$ cat src/hw/rtl/mrwr_pkg.sv
`default_nettype none
// ----------------------------------------------------------------------------
// mrwr_pkg
// Types, constants and the CRC-16 byte update for the Modbus RTU
// speed-write master.
// ----------------------------------------------------------------------------
package mrwr_pkg;

    localparam int FRAME_BODY_BYTES = 6;
    localparam int FRAME_BYTES      = FRAME_BODY_BYTES + 2;
    localparam int IDX_W            = $clog2(FRAME_BYTES);
    localparam int CNT_W            = 4;

    localparam logic [CNT_W-1:0] BODY_CNT  = CNT_W'(FRAME_BODY_BYTES);
    localparam logic [CNT_W-1:0] FINAL_CNT = CNT_W'(FRAME_BYTES - 1);
    localparam logic [IDX_W-1:0] LAST_IDX  = IDX_W'(FRAME_BYTES - 1);

    localparam logic [15:0] CRC_INIT          = 16'hFFFF;
    localparam logic [15:0] CRC_POLY          = 16'hA001;
    localparam logic [7:0]  FUNC_WRITE_SINGLE = 8'h06;
    localparam logic [15:0] REG_SPEED         = 16'h000B;

    localparam logic [7:0] STATION_RESET = 8'd1;
    localparam logic [3:0] LIMIT_RESET   = 4'd5;

    // register indexes on the configuration port
    localparam logic REG_STATION_ID    = 1'b0;
    localparam logic REG_ATTEMPT_LIMIT = 1'b1;

    typedef enum logic [1:0] {
        OP_SPEED   = 2'd0,
        OP_RX      = 2'd1,
        OP_TIMEOUT = 2'd2
    } op_t;

    typedef enum logic [1:0] {
        KIND_TX   = 2'd0,
        KIND_ACK  = 2'd1,
        KIND_FAIL = 2'd2,
        KIND_BUSY = 2'd3
    } kind_t;

    typedef enum logic [2:0] {
        ST_IDLE,
        ST_DECODE,
        ST_CHECK,
        ST_ATTEMPT,
        ST_SEND,
        ST_SINGLE
    } state_t;

    typedef struct packed {
        logic  latch_item;
        logic  start_req;
        logic  start_retry;
        logic  rx_check;
        logic  finish;
        logic  send_byte;
        logic  load_single;
        kind_t single_kind;
    } dp_cmd_t;

    typedef struct packed {
        op_t  op;
        logic awaiting;
        logic speed_match;
        logic reply_final;
        logic reply_bad;
        logic retry_ok;
        logic out_free;
        logic send_last;
    } dp_sts_t;

    function automatic logic [15:0] crc_feed(logic [15:0] crc, logic [7:0] b);
        logic [15:0] c;
        c = crc ^ {8'h00, b};
        for (int i = 0; i < 8; i++)
        begin
            c = c[0] ? ((c >> 1) ^ CRC_POLY) : (c >> 1);
        end
        return c;
    endfunction

endpackage
`default_nettype wire

$ cat src/hw/rtl/mrwr_if.sv
`default_nettype none
// ----------------------------------------------------------------------------
// mrwr_if
// Request and response channels of the speed-write master.
// ----------------------------------------------------------------------------
interface mrwr_req_if;
    logic        valid;
    logic        ready;
    logic [1:0]  op;
    logic [15:0] speed;
    logic [7:0]  rx_byte;

    modport source (output valid, op, speed, rx_byte, input ready);
    modport sink   (input valid, op, speed, rx_byte, output ready);
endinterface

interface mrwr_rsp_if;
    logic       valid;
    logic       ready;
    logic [1:0] kind;
    logic [7:0] tx_byte;
    logic       last;

    modport source (output valid, kind, tx_byte, last, input ready);
    modport sink   (input valid, kind, tx_byte, last, output ready);
endinterface
`default_nettype wire

$ cat src/hw/rtl/mrwr_datapath.sv
`default_nettype none
// ----------------------------------------------------------------------------
// mrwr_datapath
// Transaction state, frame byte generation with running CRC, reply checker
// and the output register.
// ----------------------------------------------------------------------------
module mrwr_datapath (
    input  wire                 clk,
    input  wire                 rst_n,
    input  mrwr_pkg::dp_cmd_t   cmd,
    output mrwr_pkg::dp_sts_t   sts,
    input  wire  [1:0]          in_op,
    input  wire  [15:0]         in_speed,
    input  wire  [7:0]          in_rx_byte,
    input  wire  [7:0]          station_id,
    input  wire  [3:0]          attempt_limit,
    output logic                out_valid,
    input  wire                 out_ready,
    output logic [1:0]          out_kind,
    output logic [7:0]          out_byte,
    output logic                out_last
);
    import mrwr_pkg::*;

    logic [1:0]       op_reg;
    logic [15:0]      speed_reg;
    logic [7:0]       rx_reg;

    logic [15:0]      last_speed_reg, last_speed_next;
    logic             last_valid_reg, last_valid_next;
    logic [15:0]      frame_speed_reg, frame_speed_next;
    logic             awaiting_reg, awaiting_next;
    logic [CNT_W-1:0] reply_count_reg, reply_count_next;
    logic [15:0]      reply_crc_reg, reply_crc_next;
    logic             reply_bad_reg, reply_bad_next;
    logic [3:0]       attempts_reg, attempts_next;
    logic [15:0]      send_crc_reg, send_crc_next;
    logic [IDX_W-1:0] idx_reg, idx_next;

    logic             out_valid_reg, out_valid_next;
    kind_t            out_kind_reg, out_kind_next;
    logic [7:0]       out_byte_reg, out_byte_next;
    logic             out_last_reg, out_last_next;

    logic [7:0]       frame_byte;
    logic             start_frame;

    always_ff @(posedge clk)
    begin
        if (cmd.latch_item)
        begin
            op_reg    <= in_op;
            speed_reg <= in_speed;
            rx_reg    <= in_rx_byte;
        end
        out_kind_reg <= out_kind_next;
        out_byte_reg <= out_byte_next;
        out_last_reg <= out_last_next;
    end

    always_ff @(posedge clk or negedge rst_n)
    begin
        if (!rst_n)
        begin
            last_speed_reg  <= '0;
            last_valid_reg  <= 1'b0;
            frame_speed_reg <= '0;
            awaiting_reg    <= 1'b0;
            reply_count_reg <= '0;
            reply_crc_reg   <= CRC_INIT;
            reply_bad_reg   <= 1'b0;
            attempts_reg    <= '0;
            send_crc_reg    <= CRC_INIT;
            idx_reg         <= '0;
            out_valid_reg   <= 1'b0;
        end
        else
        begin
            last_speed_reg  <= last_speed_next;
            last_valid_reg  <= last_valid_next;
            frame_speed_reg <= frame_speed_next;
            awaiting_reg    <= awaiting_next;
            reply_count_reg <= reply_count_next;
            reply_crc_reg   <= reply_crc_next;
            reply_bad_reg   <= reply_bad_next;
            attempts_reg    <= attempts_next;
            send_crc_reg    <= send_crc_next;
            idx_reg         <= idx_next;
            out_valid_reg   <= out_valid_next;
        end
    end

    always_comb
    begin
        unique case (idx_reg)
            3'd0:    frame_byte = station_id;
            3'd1:    frame_byte = FUNC_WRITE_SINGLE;
            3'd2:    frame_byte = REG_SPEED[15:8];
            3'd3:    frame_byte = REG_SPEED[7:0];
            3'd4:    frame_byte = frame_speed_reg[15:8];
            3'd5:    frame_byte = frame_speed_reg[7:0];
            3'd6:    frame_byte = send_crc_reg[7:0];
            default: frame_byte = send_crc_reg[15:8];
        endcase
    end

    assign start_frame = cmd.start_req || cmd.start_retry;

    always_comb
    begin
        last_speed_next  = last_speed_reg;
        last_valid_next  = last_valid_reg;
        frame_speed_next = frame_speed_reg;
        awaiting_next    = awaiting_reg;
        reply_count_next = reply_count_reg;
        reply_crc_next   = reply_crc_reg;
        reply_bad_next   = reply_bad_reg;
        attempts_next    = attempts_reg;
        send_crc_next    = send_crc_reg;
        idx_next         = idx_reg;
        out_kind_next    = out_kind_reg;
        out_byte_next    = out_byte_reg;
        out_last_next    = out_last_reg;
        out_valid_next   = out_ready ? 1'b0 : out_valid_reg;

        if (cmd.start_req)
        begin
            last_speed_next  = speed_reg;
            last_valid_next  = 1'b1;
            frame_speed_next = speed_reg;
            awaiting_next    = 1'b1;
            attempts_next    = 4'd1;
        end
        if (cmd.start_retry)
        begin
            attempts_next = attempts_reg + 4'd1;
        end
        if (start_frame)
        begin
            idx_next         = '0;
            send_crc_next    = CRC_INIT;
            reply_count_next = '0;
            reply_crc_next   = CRC_INIT;
            reply_bad_next   = 1'b0;
        end

        if (cmd.rx_check)
        begin
            if (reply_count_reg == '0 && rx_reg != station_id)
            begin
                reply_bad_next = 1'b1;
            end
            if (reply_count_reg < BODY_CNT)
            begin
                reply_crc_next = crc_feed(reply_crc_reg, rx_reg);
            end
            else if (reply_count_reg == BODY_CNT)
            begin
                if (rx_reg != reply_crc_reg[7:0])
                begin
                    reply_bad_next = 1'b1;
                end
            end
            else if (rx_reg != reply_crc_reg[15:8])
            begin
                reply_bad_next = 1'b1;
            end
            reply_count_next = reply_count_reg + CNT_W'(1);
        end

        if (cmd.finish)
        begin
            awaiting_next    = 1'b0;
            reply_count_next = '0;
            reply_crc_next   = CRC_INIT;
            reply_bad_next   = 1'b0;
        end

        if (cmd.send_byte)
        begin
            out_valid_next = 1'b1;
            out_kind_next  = KIND_TX;
            out_byte_next  = frame_byte;
            out_last_next  = (idx_reg == LAST_IDX);
            if (idx_reg < IDX_W'(FRAME_BODY_BYTES))
            begin
                send_crc_next = crc_feed(send_crc_reg, frame_byte);
            end
            idx_next = idx_reg + IDX_W'(1);
        end

        if (cmd.load_single)
        begin
            out_valid_next = 1'b1;
            out_kind_next  = cmd.single_kind;
            out_byte_next  = 8'h00;
            out_last_next  = 1'b1;
        end
    end

    always_comb
    begin
        sts.op          = op_t'(op_reg);
        sts.awaiting    = awaiting_reg;
        sts.speed_match = last_valid_reg && (speed_reg == last_speed_reg);
        sts.reply_final = (reply_count_reg == FINAL_CNT);
        sts.reply_bad   = reply_bad_reg;
        sts.retry_ok    = (attempts_reg < attempt_limit);
        sts.out_free    = !out_valid_reg || out_ready;
        sts.send_last   = (idx_reg == LAST_IDX);
    end

    assign out_valid = out_valid_reg;
    assign out_kind  = out_kind_reg;
    assign out_byte  = out_byte_reg;
    assign out_last  = out_last_reg;

endmodule
`default_nettype wire

$ cat src/hw/rtl/mrwr_controller.sv
`default_nettype none
// ----------------------------------------------------------------------------
// mrwr_controller
// Sequencer for request decode, reply evaluation, retries and frame output.
// ----------------------------------------------------------------------------
module mrwr_controller (
    input  wire                 clk,
    input  wire                 rst_n,
    input  wire                 in_valid,
    output logic                in_ready,
    input  mrwr_pkg::dp_sts_t   sts,
    output mrwr_pkg::dp_cmd_t   cmd
);
    import mrwr_pkg::*;

    state_t state_reg, state_next;
    kind_t  single_reg, single_next;

    always_ff @(posedge clk or negedge rst_n)
    begin
        if (!rst_n)
        begin
            state_reg  <= ST_IDLE;
            single_reg <= KIND_ACK;
        end
        else
        begin
            state_reg  <= state_next;
            single_reg <= single_next;
        end
    end

    always_comb
    begin
        state_next      = state_reg;
        single_next     = single_reg;
        cmd             = '0;
        cmd.single_kind = single_reg;
        in_ready        = 1'b0;

        unique case (state_reg)
            ST_IDLE:
            begin
                in_ready = 1'b1;
                if (in_valid)
                begin
                    cmd.latch_item = 1'b1;
                    state_next     = ST_DECODE;
                end
            end

            ST_DECODE:
            begin
                state_next = ST_IDLE;
                unique case (sts.op)
                    OP_SPEED:
                    begin
                        if (sts.awaiting)
                        begin
                            single_next = KIND_BUSY;
                            state_next  = ST_SINGLE;
                        end
                        else if (!sts.speed_match)
                        begin
                            cmd.start_req = 1'b1;
                            state_next    = ST_SEND;
                        end
                    end
                    OP_RX:
                    begin
                        if (sts.awaiting)
                        begin
                            cmd.rx_check = 1'b1;
                            if (sts.reply_final)
                            begin
                                state_next = ST_CHECK;
                            end
                        end
                    end
                    OP_TIMEOUT:
                    begin
                        if (sts.awaiting)
                        begin
                            state_next = ST_ATTEMPT;
                        end
                    end
                    default:
                    begin
                        state_next = ST_IDLE;
                    end
                endcase
            end

            ST_CHECK:
            begin
                if (sts.reply_bad)
                begin
                    state_next = ST_ATTEMPT;
                end
                else
                begin
                    cmd.finish  = 1'b1;
                    single_next = KIND_ACK;
                    state_next  = ST_SINGLE;
                end
            end

            ST_ATTEMPT:
            begin
                if (sts.retry_ok)
                begin
                    cmd.start_retry = 1'b1;
                    state_next      = ST_SEND;
                end
                else
                begin
                    cmd.finish  = 1'b1;
                    single_next = KIND_FAIL;
                    state_next  = ST_SINGLE;
                end
            end

            ST_SEND:
            begin
                if (sts.out_free)
                begin
                    cmd.send_byte = 1'b1;
                    if (sts.send_last)
                    begin
                        state_next = ST_IDLE;
                    end
                end
            end

            ST_SINGLE:
            begin
                if (sts.out_free)
                begin
                    cmd.load_single = 1'b1;
                    state_next      = ST_IDLE;
                end
            end

            default:
            begin
                state_next = ST_IDLE;
            end
        endcase
    end

endmodule
`default_nettype wire

$ cat src/hw/rtl/modbus_rtu_write_register_master_unit.sv
`default_nettype none
// ----------------------------------------------------------------------------
// modbus_rtu_write_register_master_unit
// Modbus RTU master that writes the speed register (function 0x06, reg 0x000B).
//
// req carries one event per request: op 0 is a speed request, op 1 a received
// reply byte, op 2 a reply timeout. rsp returns transmit bytes (kind 0, last
// set on the eighth frame byte) or a single status item: acknowledged, failed
// after the attempt limit, or request dropped while busy.
// A request that sends a frame passes from decode to the frame sequencer, which
// emits one byte a cycle while the output is free, and the block is ready
// again once the last frame byte is loaded. A reply byte updates the reply
// check; the final reply byte gives an ack, or a retry frame or a fail once
// the attempt limit is reached. A timeout gives a retry frame or a fail.
// The transmit CRC is updated one byte per cycle in the datapath while the output is free.
// If the receiver stalls, the output register holds its item and the
// sequencer waits; no item is lost or repeated.
// Reset clears all transaction state, station_id to 1 and attempt_limit to 5.
// station_id sits at address 0x0, attempt_limit at 0x4.
// ----------------------------------------------------------------------------
module modbus_rtu_write_register_master_unit (
    input  wire        clk,
    input  wire        rst_n,
    mrwr_req_if.sink   req,
    mrwr_rsp_if.source rsp,
    input  wire        psel,
    input  wire        penable,
    input  wire        pwrite,
    input  wire  [2:0] paddr,
    input  wire  [31:0] pwdata,
    output logic [31:0] prdata,
    output logic        pready
);
    import mrwr_pkg::*;

    logic [7:0] station_id_reg;
    logic [3:0] attempt_limit_reg;
    logic       cfg_write;
    dp_cmd_t    cmd;
    dp_sts_t    sts;

    assign pready    = 1'b1;
    assign cfg_write = psel && penable && pwrite;

    always_ff @(posedge clk or negedge rst_n)
    begin
        if (!rst_n)
        begin
            station_id_reg    <= STATION_RESET;
            attempt_limit_reg <= LIMIT_RESET;
        end
        else if (cfg_write)
        begin
            if (paddr[2] == REG_STATION_ID)
            begin
                station_id_reg <= pwdata[7:0];
            end
            else
            begin
                attempt_limit_reg <= pwdata[3:0];
            end
        end
    end

    always_comb
    begin
        if (paddr[2] == REG_ATTEMPT_LIMIT)
        begin
            prdata = {28'h0, attempt_limit_reg};
        end
        else
        begin
            prdata = {24'h0, station_id_reg};
        end
    end

    mrwr_controller u_ctrl (
        .clk      (clk),
        .rst_n    (rst_n),
        .in_valid (req.valid),
        .in_ready (req.ready),
        .sts      (sts),
        .cmd      (cmd)
    );

    mrwr_datapath u_dp (
        .clk           (clk),
        .rst_n         (rst_n),
        .cmd           (cmd),
        .sts           (sts),
        .in_op         (req.op),
        .in_speed      (req.speed),
        .in_rx_byte    (req.rx_byte),
        .station_id    (station_id_reg),
        .attempt_limit (attempt_limit_reg),
        .out_valid     (rsp.valid),
        .out_ready     (rsp.ready),
        .out_kind      (rsp.kind),
        .out_byte      (rsp.tx_byte),
        .out_last      (rsp.last)
    );

endmodule
`default_nettype wire
$ cat src/flat_wrapper.sv
// flat-port wrapper written by rule: the top's interface ports become plain ports
module modbus_rtu_write_register_master_unit_flat import mrwr_pkg::*;
  (clk, rst_n, psel, penable, pwrite, paddr, pwdata, prdata, pready, req_valid, req_op, req_speed, req_rx_byte, req_ready, rsp_valid, rsp_kind, rsp_tx_byte, rsp_last, rsp_ready);
  mrwr_req_if req_i ();
  mrwr_rsp_if rsp_i ();
  input  wire clk;
  input  wire rst_n;
  input  wire psel;
  input  wire penable;
  input  wire pwrite;
  input  wire  [2:0] paddr;
  input  wire  [31:0] pwdata;
  output logic [31:0] prdata;
  output logic pready;
  input wire logic [$bits(req_i.valid)-1:0] req_valid;
  input wire logic [$bits(req_i.op)-1:0] req_op;
  input wire logic [$bits(req_i.speed)-1:0] req_speed;
  input wire logic [$bits(req_i.rx_byte)-1:0] req_rx_byte;
  output wire logic [$bits(req_i.ready)-1:0] req_ready;
  output wire logic [$bits(rsp_i.valid)-1:0] rsp_valid;
  output wire logic [$bits(rsp_i.kind)-1:0] rsp_kind;
  output wire logic [$bits(rsp_i.tx_byte)-1:0] rsp_tx_byte;
  output wire logic [$bits(rsp_i.last)-1:0] rsp_last;
  input wire logic [$bits(rsp_i.ready)-1:0] rsp_ready;
  assign req_i.valid = req_valid;
  assign req_i.op = req_op;
  assign req_i.speed = req_speed;
  assign req_i.rx_byte = req_rx_byte;
  assign req_ready = req_i.ready;
  assign rsp_valid = rsp_i.valid;
  assign rsp_kind = rsp_i.kind;
  assign rsp_tx_byte = rsp_i.tx_byte;
  assign rsp_last = rsp_i.last;
  assign rsp_i.ready = rsp_ready;
  modbus_rtu_write_register_master_unit u_core (.clk(clk), .rst_n(rst_n), .req(req_i), .rsp(rsp_i), .psel(psel), .penable(penable), .pwrite(pwrite), .paddr(paddr), .pwdata(pwdata), .prdata(prdata), .pready(pready));
endmodule
$ cat config.mk
export PLATFORM = sky130hd
export DESIGN_NAME = modbus_rtu_write_register_master_unit_flat
export DESIGN_NICKNAME = d
export VERILOG_FILES = /design/src/hw/rtl/mrwr_pkg.sv /design/src/hw/rtl/mrwr_if.sv /design/src/hw/rtl/mrwr_datapath.sv /design/src/hw/rtl/mrwr_controller.sv /design/src/hw/rtl/modbus_rtu_write_register_master_unit.sv /design/src/flat_wrapper.sv
export SDC_FILE = /design/constraint.sdc
export NUM_CORES = 1
export LEC_CHECK = 0
export BUFFER_PORTS_ARGS = -buffer_cell sky130_fd_sc_hd__clkbuf_2
export CAP_MARGIN = 20
export CELL_PAD_IN_SITES_DETAIL_PLACEMENT = 1
export CELL_PAD_IN_SITES_GLOBAL_PLACEMENT = 2
export CORE_MARGIN = 5
export CORE_UTILIZATION = 40
export CTS_CLUSTER_DIAMETER = 80
export CTS_CLUSTER_SIZE = 40
export DETAILED_ROUTE_END_ITERATION = 8
export GPL_ROUTABILITY_DRIVEN = 0
export PLACE_DENSITY = 0.94
export SKIP_CTS_REPAIR_TIMING = 1
export SYNTH_ARGS = -nofsm -noshare
export SYNTH_HDL_FRONTEND = slang
export SYNTH_SLANG_ARGS = --single-unit
$ cat constraint.sdc
create_clock -name clk -period 5.2 [get_ports clk]
set_input_delay 0.78 -clock clk [delete_from_list [all_inputs] [get_ports clk]]
set_output_delay 0.78 -clock clk [all_outputs]
set_load 0.005 [all_outputs]
* After elaboration in Yosys (flattened, before gate mapping)
Cells that the tools add are included.
** Storage, ports and cells
- Bits of input ports :: 68
- Register bits :: 117
- Output and inout bits :: 46
- Logic and storage cells :: 178
** Operators by class
- Reduce and logical (&&, ||, !) cells :: 22
- Multiplexer cells :: 83
- Equality and inequality tests :: 28
- $add $sub $neg :: 3
- Order comparisons :: 3
- Bitwise gates (word level) :: 19
** Operators with widths (number)
- $mux W16 :: 23
- $pmux W8 S7 :: 1
- $not A2 Y3 :: 16
- $xor A16 B8 Y16 :: 2
- $mux W1 :: 31
- $mux W3 :: 9
- $ne A8 B8 Y1 :: 3
- $mux W4 :: 5
- $eq A3 B3 Y1 const B :: 6
- $mux W2 :: 9
- $pmux W3 S6 :: 1
- $eq A16 B16 Y1 :: 1
- $eq A3 B2 Y1 const B :: 4
- $pmux W3 S3 :: 1
- $reduce_bool A3 Y1 :: 3
- $add A4 B1 Y4 const B :: 2
- $eq A4 B3 Y1 const B :: 2
- $mux W8 :: 1
- $ne A2 B1 Y1 const B :: 4
- $ne A2 B2 Y1 const B :: 4
- $reduce_bool A2 Y1 :: 4
- $eq A3 B1 Y1 const B :: 2
- $logic_not A3 Y1 :: 2
- $pmux W2 S3 :: 1
- 16 further kinds :: 21

* Logic depth before layout (Yosys ltp)
Gate-level depths: netlist of the first run.
- Word-level depth :: 21
- Depth in mapped cells :: 11
- Depth with buffers taken out :: 9

* Modules after synthesis
Synthesis of the first run repeated with hierarchy kept, for this count alone.
** Second synthesis, totals
- Cells, all modules :: 581
- Area, all modules :: 6404.9 µm²
** By module, submodules not included
- mrwr_datapath :: area an instance 5198.7 µm², times used 1, cells each 465, sequential area each 2637.5 µm²
- modbus_rtu_write_register_master_unit :: area an instance 755.7 µm², times used 1, cells each 62, sequential area each 304.0 µm²
- mrwr_controller :: area an instance 450.4 µm², times used 1, cells each 54, sequential area each 126.4 µm²

* Worst setup path before layout of the first run
Ideal clock, no wire load.
- Path kind :: reg2reg
- Start :: reg u_core.u_dp.idx_reg[2]
- End :: reg u_core.u_dp.send_crc_reg[15]
- Library setup time :: 0.080 ns
- Period minus slack after synthesis :: 3.257 ns
- Buffers on the path :: 2
- Arrival time :: 3.177 ns
- Stages on the path, launching flop included :: 11
- Setup slack :: 1.943 ns
- Cells stage by stage :: dfrtp_1 -> clkbuf_1 -> inv_1 -> ha_1 -> or4_4 -> buf_6 -> a31oi_1 -> xnor3_4 -> xor2_4 -> xnor3_1 -> o22a_1
** On the way
- Longest elaborated chain between the ends :: 14
** RTL lines
- start, declared :: RTL line mrwr_datapath.sv:38 : logic [IDX_W-1:0] idx_reg, idx_next;
- start signal, assigned :: RTL line mrwr_datapath.sv:88 : idx_reg <= idx_next;
- $eq A3 B3 Y1, or another cell as far along :: RTL line mrwr_datapath.sv:95 : unique case (idx_reg)
- $pmux W8 S7 :: RTL line mrwr_datapath.sv:95
- $xor A16 B8 Y16 :: RTL line mrwr_pkg.sv:76 : c = crc ^ {8'h00, b};
- $mux W16 / $not A2 Y3 (equally long branches) (6 in a row)
- $not A2 Y3 (no line) / $mux W16 (equally long branches)
- $mux W16 (2 in a row) :: RTL line mrwr_pkg.sv:79 : c = c[0] ? ((c >> 1) ^ CRC_POLY) : (c >> 1);
- $mux W16 (*) :: RTL line mrwr_datapath.sv:185 : if (idx_reg < IDX_W'(FRAME_BODY_BYTES))
- $mux W16 (*) :: RTL line mrwr_datapath.sv:179 : if (cmd.send_byte)
- net u_core.u_dp.send_crc_next[15] :: RTL line mrwr_datapath.sv:37 : logic [15:0] send_crc_reg, send_crc_next;
- end signal, assigned :: RTL line mrwr_datapath.sv:87 : send_crc_reg <= send_crc_next;
- end, declared :: RTL line mrwr_datapath.sv:37
Mark *: on every way through the listed nets, which the timed path passes. The rest lies on a longest branch.
A chain may end at the register's enable or synchronous reset.

* Final worst setup path of the first run
Same ends and word-level chain as after synthesis.

==> results of run 1 <==
[per-stage QoR]
step	power, mW	utilization, %	instances
detailed placement	4.58	43.1	754
global route	6.03	46.8	787
global placement	4.45	43.1	754
CTS	5.73	46.7	786
finish	5.71	46.8	787
floorplan	4.03	-	547
[per-layer routing]
layer	up-vias	global-route usage [%]
li1	1975	-
met1	2162	22.9
met2	117	29.7
met3	35	4.09
met4	0	9.22
met5	-	0
[synthesized netlist by cell type, drive strengths merged (8+ instances only)]
cell type and n:
nand2 37, a2bb2oi 12, nor2 10, o22ai 18
ha 13, dfxtp 9, edfxtp 28, xnor2 31
xor2 42, nor2b 8, nand3 10, clkbuf 15
dfrtp 44, mux2 33, nand4 9, buf 31
dfstp 36, inv 17, o21ai 23
[worst max-delay path, stage by stage, from the launching register on]
cell and delay (ps):
dfrtp_1 700, inv_1 300, ha_1 340, or4_4 670, a31oi_1 280, xnor3_4 600
xor2_4 250, xnor3_1 330, o22a_1 180
[where the power goes]
group / switching [mW] / internal, mW
logic: 1.35 / 1.55
registers: 0.363 / 1.37
clock network: 0.402 / 0.666
[path summary, 6_finish.rpt]
| check | startpoint | slack [ps] | endpoint | cells after the start |
|---|---|---|---|---|
| max in group asynchronous | rst_n | 4260 | u_core.u_dp.reply_crc_reg[5] | 2 |
| hold reg to reg | u_core.u_dp.out_last | 450 | u_core.u_dp.out_last | 2 |
| setup / recovery | u_core.u_dp.idx_reg[2] | 1450 | u_core.u_dp.send_crc_reg[15] | 8 |
| hold / removal | rst_n | 270 | u_core.station_id_reg[2] | 1 |
| min in group clk | u_core.u_dp.out_last | 450 | u_core.u_dp.out_last | 2 |
| setup reg to reg | u_core.u_dp.idx_reg[2] | 1450 | u_core.u_dp.send_crc_reg[15] | 8 |
[kinds of logic after synthesis]
group,after synthesis,synth area share [%]
AOI/OAI and AO/OA,109,12.7
xor gates and xnor gates,80,13.8
adders and majority gates,13,2.63
buffers and inverters,63,5.90
DFF,117,49.7
muxes,37,6.67
other,2,0.122
and+or+nand+nor,103,8.47
[area by class of cell]
type	instances	area, sq um
fillers	1612	8050
flip-flops and latches	117	3070
multi-input cells	367	2830
clock buffers	27	513
repair buffers	66	363
well taps	188	235
inverters	17	63.8
clock inverters	5	25.0
==> out/metrics.cfg, run 1 <==
[run_status]
status = complete, no violations

[drt]
drcViolationCount = 0
wl_met1_um = 6900
num_vias = 4289
via_per_inst = 5.45
first_iter_violations = 232
wl_met2_um = 7790
ant_nets = 0
dr_wl_met3_um = 607
totalWireLength_um = 15800
first_pass_iters = 4
wire_per_inst_um = 20.1
top_layer_used = met4

[placement]
hpwl_um = 11100
placedInstanceArea_sq_um = 6530
numPortBuffers = 62
place_ws_ps = 1500

[sta]
grt_setup_unrepaired = false
fin_crit_sh_pct = 72.1
finalSetupViolations = 0
hold_ws_ps = 275
worst_slack_ps = 1450
hold_viol_final = 0
clock_skew_ps = 11.7
finalSetupTns_ps = 0
slew_violations = 0
tightest_slew_ps = 1060
slew_headroom_pct = 29.3
fmax_mhz = 267
fin_crit_ps = 3750

[layout]
fin_area_sq_um = 7100
drive_gt1_share_pct = 28.5
antenna_cells = 0
final_cell_mix = clkbuf_2, dfrtp_1, xor2_1, nand2_1, dfstp_2
area_delta_synth_final_pct = 14.9
nets = 667
final_common_cell = clkbuf_2

[pwr]
powerDensity_nw_per_um2 = 805
power_leakage_nw = 3.03
ir_drop_v = 0.000370

[yosys]
postSynthRegisterBits = 117
synth_top_area_share_pct = 17.8
yosysTopAreaCell = dfrtp_1
synth.distinct_cells = 62
ys_warn_count = 0
synth-seq-area-share_pct = 49.7
synth.avg_cell_area_sq_um = 11.8
netlist_top_cells_area = dfrtp_1, dfstp_2, edfxtp_1, mux2_2, xor2_1
ys_dominant_reg_cell = dfrtp_1
synth_cells = 524
async_flop_share_pct = 68.4
syn-cell-area_sq_um = 6170
synth_edf_count = 28

[cts]
cts_inserted_buffers = 17
clkTransAtPathRegs_ps = 50
htreeDepth = 4
clock-sinks = 117
cts_buffer_depth = 2
clk_latency_ps = 430
clockRootBuffer = clkbuf_16
cts_tree = done

[floorplan]
start_util_pct = 40.8
ioPinCount = 114
die_area_sq_um = 18000
die_w_um = 134
row_count = 45
die_y_um = 134
core_area_sq_um = 15100

[critical_path]
arrival_ps = 4100
cp.required_ps = 5550
cp-end-kind = flip-flop
cp-start-kind = flip-flop
critPathMaxFanout = 16
critPathKind = reg -> reg

[global_route]
grt.total_usage_pct = 18.3
grt_max_degree = 81
antenna_found_initial = 0
grt_pass1_vias = 4700
grt_overflow_total = 0
grt_pass1_wl_um = 25600

[job]
cap_violations = 0

[hold_path]
hp-class = in -> async

(Power assumes the default switching activity.)
==> inputs of run 2 (changes only) <==
--- a/config.mk
+++ b/config.mk
@@ -10,12 +10,12 @@
 export CELL_PAD_IN_SITES_DETAIL_PLACEMENT = 1
 export CELL_PAD_IN_SITES_GLOBAL_PLACEMENT = 2
 export CORE_MARGIN = 5
-export CORE_UTILIZATION = 40
+export CORE_UTILIZATION = 37
 export CTS_CLUSTER_DIAMETER = 80
 export CTS_CLUSTER_SIZE = 40
 export DETAILED_ROUTE_END_ITERATION = 8
 export GPL_ROUTABILITY_DRIVEN = 0
-export PLACE_DENSITY = 0.94
+export PLACE_DENSITY = 0.88
 export SKIP_CTS_REPAIR_TIMING = 1
 export SYNTH_ARGS = -nofsm -noshare
 export SYNTH_HDL_FRONTEND = slang
==> constraint.sdc (replaced) <==
create_clock -name clk -period 3.9 [get_ports clk]
set_input_delay 0.585 -clock clk [delete_from_list [all_inputs] [get_ports clk]]
set_output_delay 0.585 -clock clk [all_outputs]
set_load 0.005 [all_outputs]
==> run 2 against run 1 <==
  * Cell area up 1.3%
  * Critical path depth unchanged
  * Utilization down 3.2 points
  * Combinational power up 33%
  * Register-to-register slack worse by 940 ps
  * Global-route usage down 2.0 points
  * Wire length down 2.0%
  * Non-clock buffer count up 2
  * Clock power up 40%
  * Critical path type unchanged
==> out/metrics.cfg, run 2 (synthesis gave the netlist of run 1 again) <==
[sta]
finalSetupViolations = 0
slew_headroom_pct = 30.4
fin_crit_ps = 3380
slew_violations = 0
tightest_slew_ps = 1030
hold_viol_final = 0
fmax_mhz = 296
clock_skew_ps = 8.26
grt_setup_unrepaired = false
worst_slack_ps = 517
finalSetupTns_ps = 0
fin_crit_sh_pct = 86.7

[layout]
final_common_cell = clkbuf_2
final_cell_mix = clkbuf_2, dfrtp_1, xor2_1, nand2_1, dfstp_2
drive_gt1_share_pct = 29.3
area_delta_synth_final_pct = 16.5
nets = 669
fin_area_sq_um = 7190
utilization_pct = 43.7
antenna_cells = 0
final.fill_count = 1790

[drt]
via_per_inst = 5.22
ant_nets = 0
num_vias = 4286
totalWireLength_um = 15500
first_pass_iters = 4
wire_per_inst_um = 18.8
first_iter_violations = 198
drcViolationCount = 0

[cts]
clock-sinks = 117
clockRootBuffer = clkbuf_16
htreeDepth = 4
cts_buffer_depth = 2
clk_latency_ps = 420
cts_tree = done
cts_inserted_buffers = 17
clkTransAtPathRegs_ps = 60

[critical_path]
crit_end = u_core.u_dp.send_crc_reg[15]
cp-start-kind = flip-flop
worstPathCellList = ha_1 -> ha_1 -> or4_4 -> a31oi_1 -> xnor3_4 -> xor2_4 -> xnor3_1 -> o22a_1
timing.critical_path.mode_cell = ha_1
ff2ff_path_depth = 8
critPathTopFamily = XOR/XNOR gates
critPathMaxStageDelay_ps = 650
rrSetupSlack_ps = 520
startpoint = u_core.u_dp.idx_reg[0]
cp-end-kind = flip-flop
arrival_ps = 3730
r2r-start = u_core.u_dp.idx_reg[0]
crit_buf_inv = 0
cp.required_ps = 4250
critPathKind = reg -> reg
r2r-end = u_core.u_dp.send_crc_reg[15]
slowest_stage = or4_4
worst-path-stages = 8
critPathMaxFanout = 11

[global_route]
grt_max_degree = 81
grt_pass1_vias = 4589
grt_overflow_total = 0
antenna_found_initial = 0
grt.total_usage_pct = 16.3
grt_pass1_wl_um = 25200

[placement]
place_ws_ps = 576
numPortBuffers = 62
placedInstanceArea_sq_um = 6590
hpwl_um = 11100

[floorplan]
row_count = 47
die_y_um = 139
die_area_sq_um = 19400
core_area_sq_um = 16500
die_w_um = 139
ioPinCount = 114
start_util_pct = 37.5

[hold_path]
hp-class = in -> async

[pwr]
power_leakage_nw = 3.06
ir_drop_v = 0.000499
p_total_mw = 7.66
powerDensity_nw_per_um2 = 1070

[run_status]
status = complete, no violations

[job]
cap_violations = 0

-- run 2: layout make-up --
type	instances	area (sq um)	area share, %
sequential	117	3070	42.7
multi-input combinational	367	2830	39.3
clock buffer	25	538	7.48
timing repair buffer	68	378	5.25
tap	220	275	3.83
inverter	17	63.8	0.887
clock inverter	7	40.0	0.557
-- run 2: through the flow --
| stage | std cells | hold slack [ps] |
|---|---|---|
| finish | 821 | 72.0 |
| global route | 821 | 77.1 |
| CTS | 820 | 325 |
| detailed placement | 788 | 449 |
| global placement | 788 | 445 |
| floorplan | 547 | 289 |
-- run 2: worst register-to-register path, stage by stage, from the launching register on --
cell,delay [ps]
dfrtp_1,430
ha_1,250
ha_1,280
or4_4,650
a31oi_1,320
xnor3_4,610
xor2_4,240
xnor3_1,340
o22a_1,190
-- run 2: report_power, final --
group	switching [mW]	internal, mW
Clock	0.548	0.951
Sequential	0.464	1.83
Combinational	1.78	2.09
-- run 2: how the worst min path moves through the flow --
stage	from	end	slack [ps]	cells after the start
6_report	rst_n	u_core.u_dp.attempts_reg[3]	70	1
5_1_grt	rst_n	u_core.station_id_reg[1]	80	1
4_1_cts	req_rx_byte[0]	u_core.u_dp.rx_reg[0]	330	1
3_5_place_dp	u_core.u_dp.out_byte[5]	u_core.u_dp.out_byte[5]	450	2
3_3_place_gp	u_core.u_dp.out_byte[0]	u_core.u_dp.out_byte[0]	450	2
2_1_floorplan	rst_n	u_core.attempt_limit_reg[1]	290	0
-- run 2: metal layers --
layer  up-vias  wire length, um  part of all wire, %  track usage [%]
met5         -                0                    0                0
met4         0              236                  1.5             5.92
met3        16              716                  4.6             3.79
met2       115             7580                   49             26.5
met1      2189             6940                   45             21.3
li1       1966                -                    -                -
==> inputs of run 3 (changes only) <==
--- a/config.mk
+++ b/config.mk
@@ -5,17 +5,18 @@
 export SDC_FILE = /design/constraint.sdc
 export NUM_CORES = 1
 export LEC_CHECK = 0
+export ABC_AREA = 1
 export BUFFER_PORTS_ARGS = -buffer_cell sky130_fd_sc_hd__clkbuf_2
 export CAP_MARGIN = 20
 export CELL_PAD_IN_SITES_DETAIL_PLACEMENT = 1
 export CELL_PAD_IN_SITES_GLOBAL_PLACEMENT = 2
 export CORE_MARGIN = 5
-export CORE_UTILIZATION = 37
+export CORE_UTILIZATION = 30
 export CTS_CLUSTER_DIAMETER = 80
 export CTS_CLUSTER_SIZE = 40
 export DETAILED_ROUTE_END_ITERATION = 8
 export GPL_ROUTABILITY_DRIVEN = 0
-export PLACE_DENSITY = 0.88
+export PLACE_DENSITY = 0.8
 export SKIP_CTS_REPAIR_TIMING = 1
 export SYNTH_ARGS = -nofsm -noshare
 export SYNTH_HDL_FRONTEND = slang
==> run 3 against run 2 <==
  * Hold slack improved by 190 ps
  * Global-route usage is 1.8 points lower
  * Synthesized cell count up 39%
  * Sequential share of layout area shrank 1.9 points
  * Via count up 18%
  * Clock skew increased by 1.6 ps
  * Register-to-register slack improved by 660 ps
  * Setup slack improved by 660 ps
  * Final cell count up 33%
  * Sequential cell count unchanged
  * Largest power group unchanged
==> out/metrics.cfg, run 3 <==
[layout]
area_delta_synth_final_pct = 18.4
drive_gt1_share_pct = 22.4
antenna_cells = 0
nets = 881
final_cell_mix = nand2_1, inv_1, clkbuf_2, o21ai_0, nand3_1
final_common_cell = nand2_1
fin_cells = 1088
final.fill_count = 2519
fin_area_sq_um = 7530

[pwr]
powerDensity_nw_per_um2 = 906
power_leakage_nw = 3.50
p_total_mw = 6.83
ir_drop_v = 0.000333

[sta]
fmax_mhz = 367
finalSetupViolations = 0
slew_violations = 0
fin_crit_ps = 2720
slew_headroom_pct = 41.5
fin_crit_sh_pct = 69.8
finalSetupTns_ps = 0
tightest_slew_ps = 875
grt_setup_unrepaired = false
hold_ws_ps = 262
hold_viol_final = 0
clock_skew_ps = 9.90

[cts]
cts_buffer_depth = 2
htreeDepth = 4
clockRootBuffer = clkbuf_16
clock-sinks = 117
clk_latency_ps = 420
cts_tree = done
cts_inserted_buffers = 17
clkTransAtPathRegs_ps = 60

[placement]
placedInstanceArea_sq_um = 6900
dp_cells = 1056
hpwl_um = 12500
numPortBuffers = 62

[critical_path]
slowest_stage = dfrtp_1
critPathMaxFanout = 10
critPathMaxStageDelay_ps = 400
critPathTopFamily = simple AND/OR/NAND/NOR gates
arrival_ps = 3080
cp-end-kind = flip-flop
cp.required_ps = 4260
crit_buf_inv = 4
cp-start-kind = flip-flop
timing.critical_path.mode_cell = nand2_1
worstPathCellList = inv_1 -> ha_1 -> nand2_2 -> inv_1 -> nand2_1 -> nand2_1 -> nor2_1 -> nand2_1 -> nand2_1 -> nand2_1 -> nand2_1 -> nand2_2 -> inv_1 -> nand2_1 -> nand2_1 -> nand2_2 -> nand2_2 -> nand2_1 -> nand3_1 -> nand3_2 -> nand2_1 -> inv_1
critPathKind = reg -> reg

[yosys]
ys_warn_count = 0
synth_cells = 726
synth_top_area_share_pct = 17.3
synth_common_cells = nand2_1, inv_1, o21ai_0, nand3_1, nor2_1
synth-seq-area-share_pct = 48.2
netlist_top_cells_area = dfrtp_1, dfstp_2, edfxtp_1, nand2_1, inv_1
synth.distinct_cells = 47
async_flop_share_pct = 68.4
yosysTopAreaCell = dfrtp_1
ys_dominant_reg_cell = dfrtp_1
synth_edf_count = 28
synth.most_common_cell = nand2_1
synth.avg_cell_area_sq_um = 8.76
postSynthRegisterBits = 117
syn-cell-area_sq_um = 6360

[drt]
via_per_inst = 4.65
totalWireLength_um = 16800
num_vias = 5059
drcViolationCount = 0
wire_per_inst_um = 15.4
first_iter_violations = 183
wl_met2_um = 7390
first_pass_iters = 4
dr_wl_met3_um = 805
top_layer_used = met4
wl_met1_um = 8410
ant_nets = 0

[floorplan]
ioPinCount = 114
die_area_sq_um = 24200
die_y_um = 156
row_count = 53
core_area_sq_um = 21000
start_util_pct = 30.3
die_w_um = 156

[hold_path]
hp-class = in -> async

[global_route]
antenna_found_initial = 0
grt_pass1_vias = 5271
grt_pass1_wl_um = 27700
grt_overflow_total = 0
grt.total_usage_pct = 14.5
grt_max_degree = 60

[run_status]
status = complete, no violations

[job]
cap_violations = 0

run 3: where the power goes:
part,internal (mW),switching (mW)
sequential,1.79,0.376
combinational,1.07,1.91
clock,1.07,0.607
total,3.94,2.89
run 3: worst paths after layout:
check	startpoint	end	slack (ps)	cells past startpoint
max	u_core.u_dp.idx_reg[0]	u_core.u_dp.send_crc_reg[0]	1180	22
max in group asynchronous	rst_n	u_core.attempt_limit_reg[2]	2770	2
max reg2reg	u_core.u_dp.idx_reg[0]	u_core.u_dp.send_crc_reg[0]	1180	22
min reg2reg	u_core.u_dp.out_last	u_core.u_dp.out_last	460	2
min	rst_n	u_core.u_dp.last_valid_reg	260	1
min in group clk	req_speed[3]	u_core.u_dp.speed_reg[3]	340	1
run 3: area by class of cell:
class | count | area [sq um] | area share [%]
Clock inverter | 15 | 204 | 2.71
Clock buffer | 17 | 425 | 5.65
Timing Repair Buffer | 69 | 365 | 4.85
Inverter | 88 | 333 | 4.42
Multi-Input combinational cell | 507 | 2790 | 37.1
Sequential cell | 117 | 3070 | 40.7
Tap cell | 275 | 344 | 4.57
run 3: layer usage:
layer  GRT usage [%]  vias up
met1            21.0     2445
met3            3.16       13
met4            3.88        0
li1                -     2499
met2            21.8      102
met5               0        -
run 3: kinds of logic (layout without fill, tap and decap cells):
group	Yosys count	in the layout	share of synthesized area, %
adder cells (fa/ha/maj)	13	13	2.56
buffers and inverters	125	189	9.25
AND/OR/NAND/NOR	295	295	21.1
XOR/XNOR	46	46	6.45
multiplexers	6	6	1.06
AO/OA/AOI/OAI	122	122	11.2
other	2	25	0.118
flip-flops	117	117	48.2
run 3: per-stage QoR:
step / setup slack [ps] / util, %
floorplan: 1650 / -
global placement: 1210 / 32.9
detailed placement: 1190 / 32.9
CTS: 1150 / 35.9
global route: 852 / 35.9
finish: 1180 / 35.9
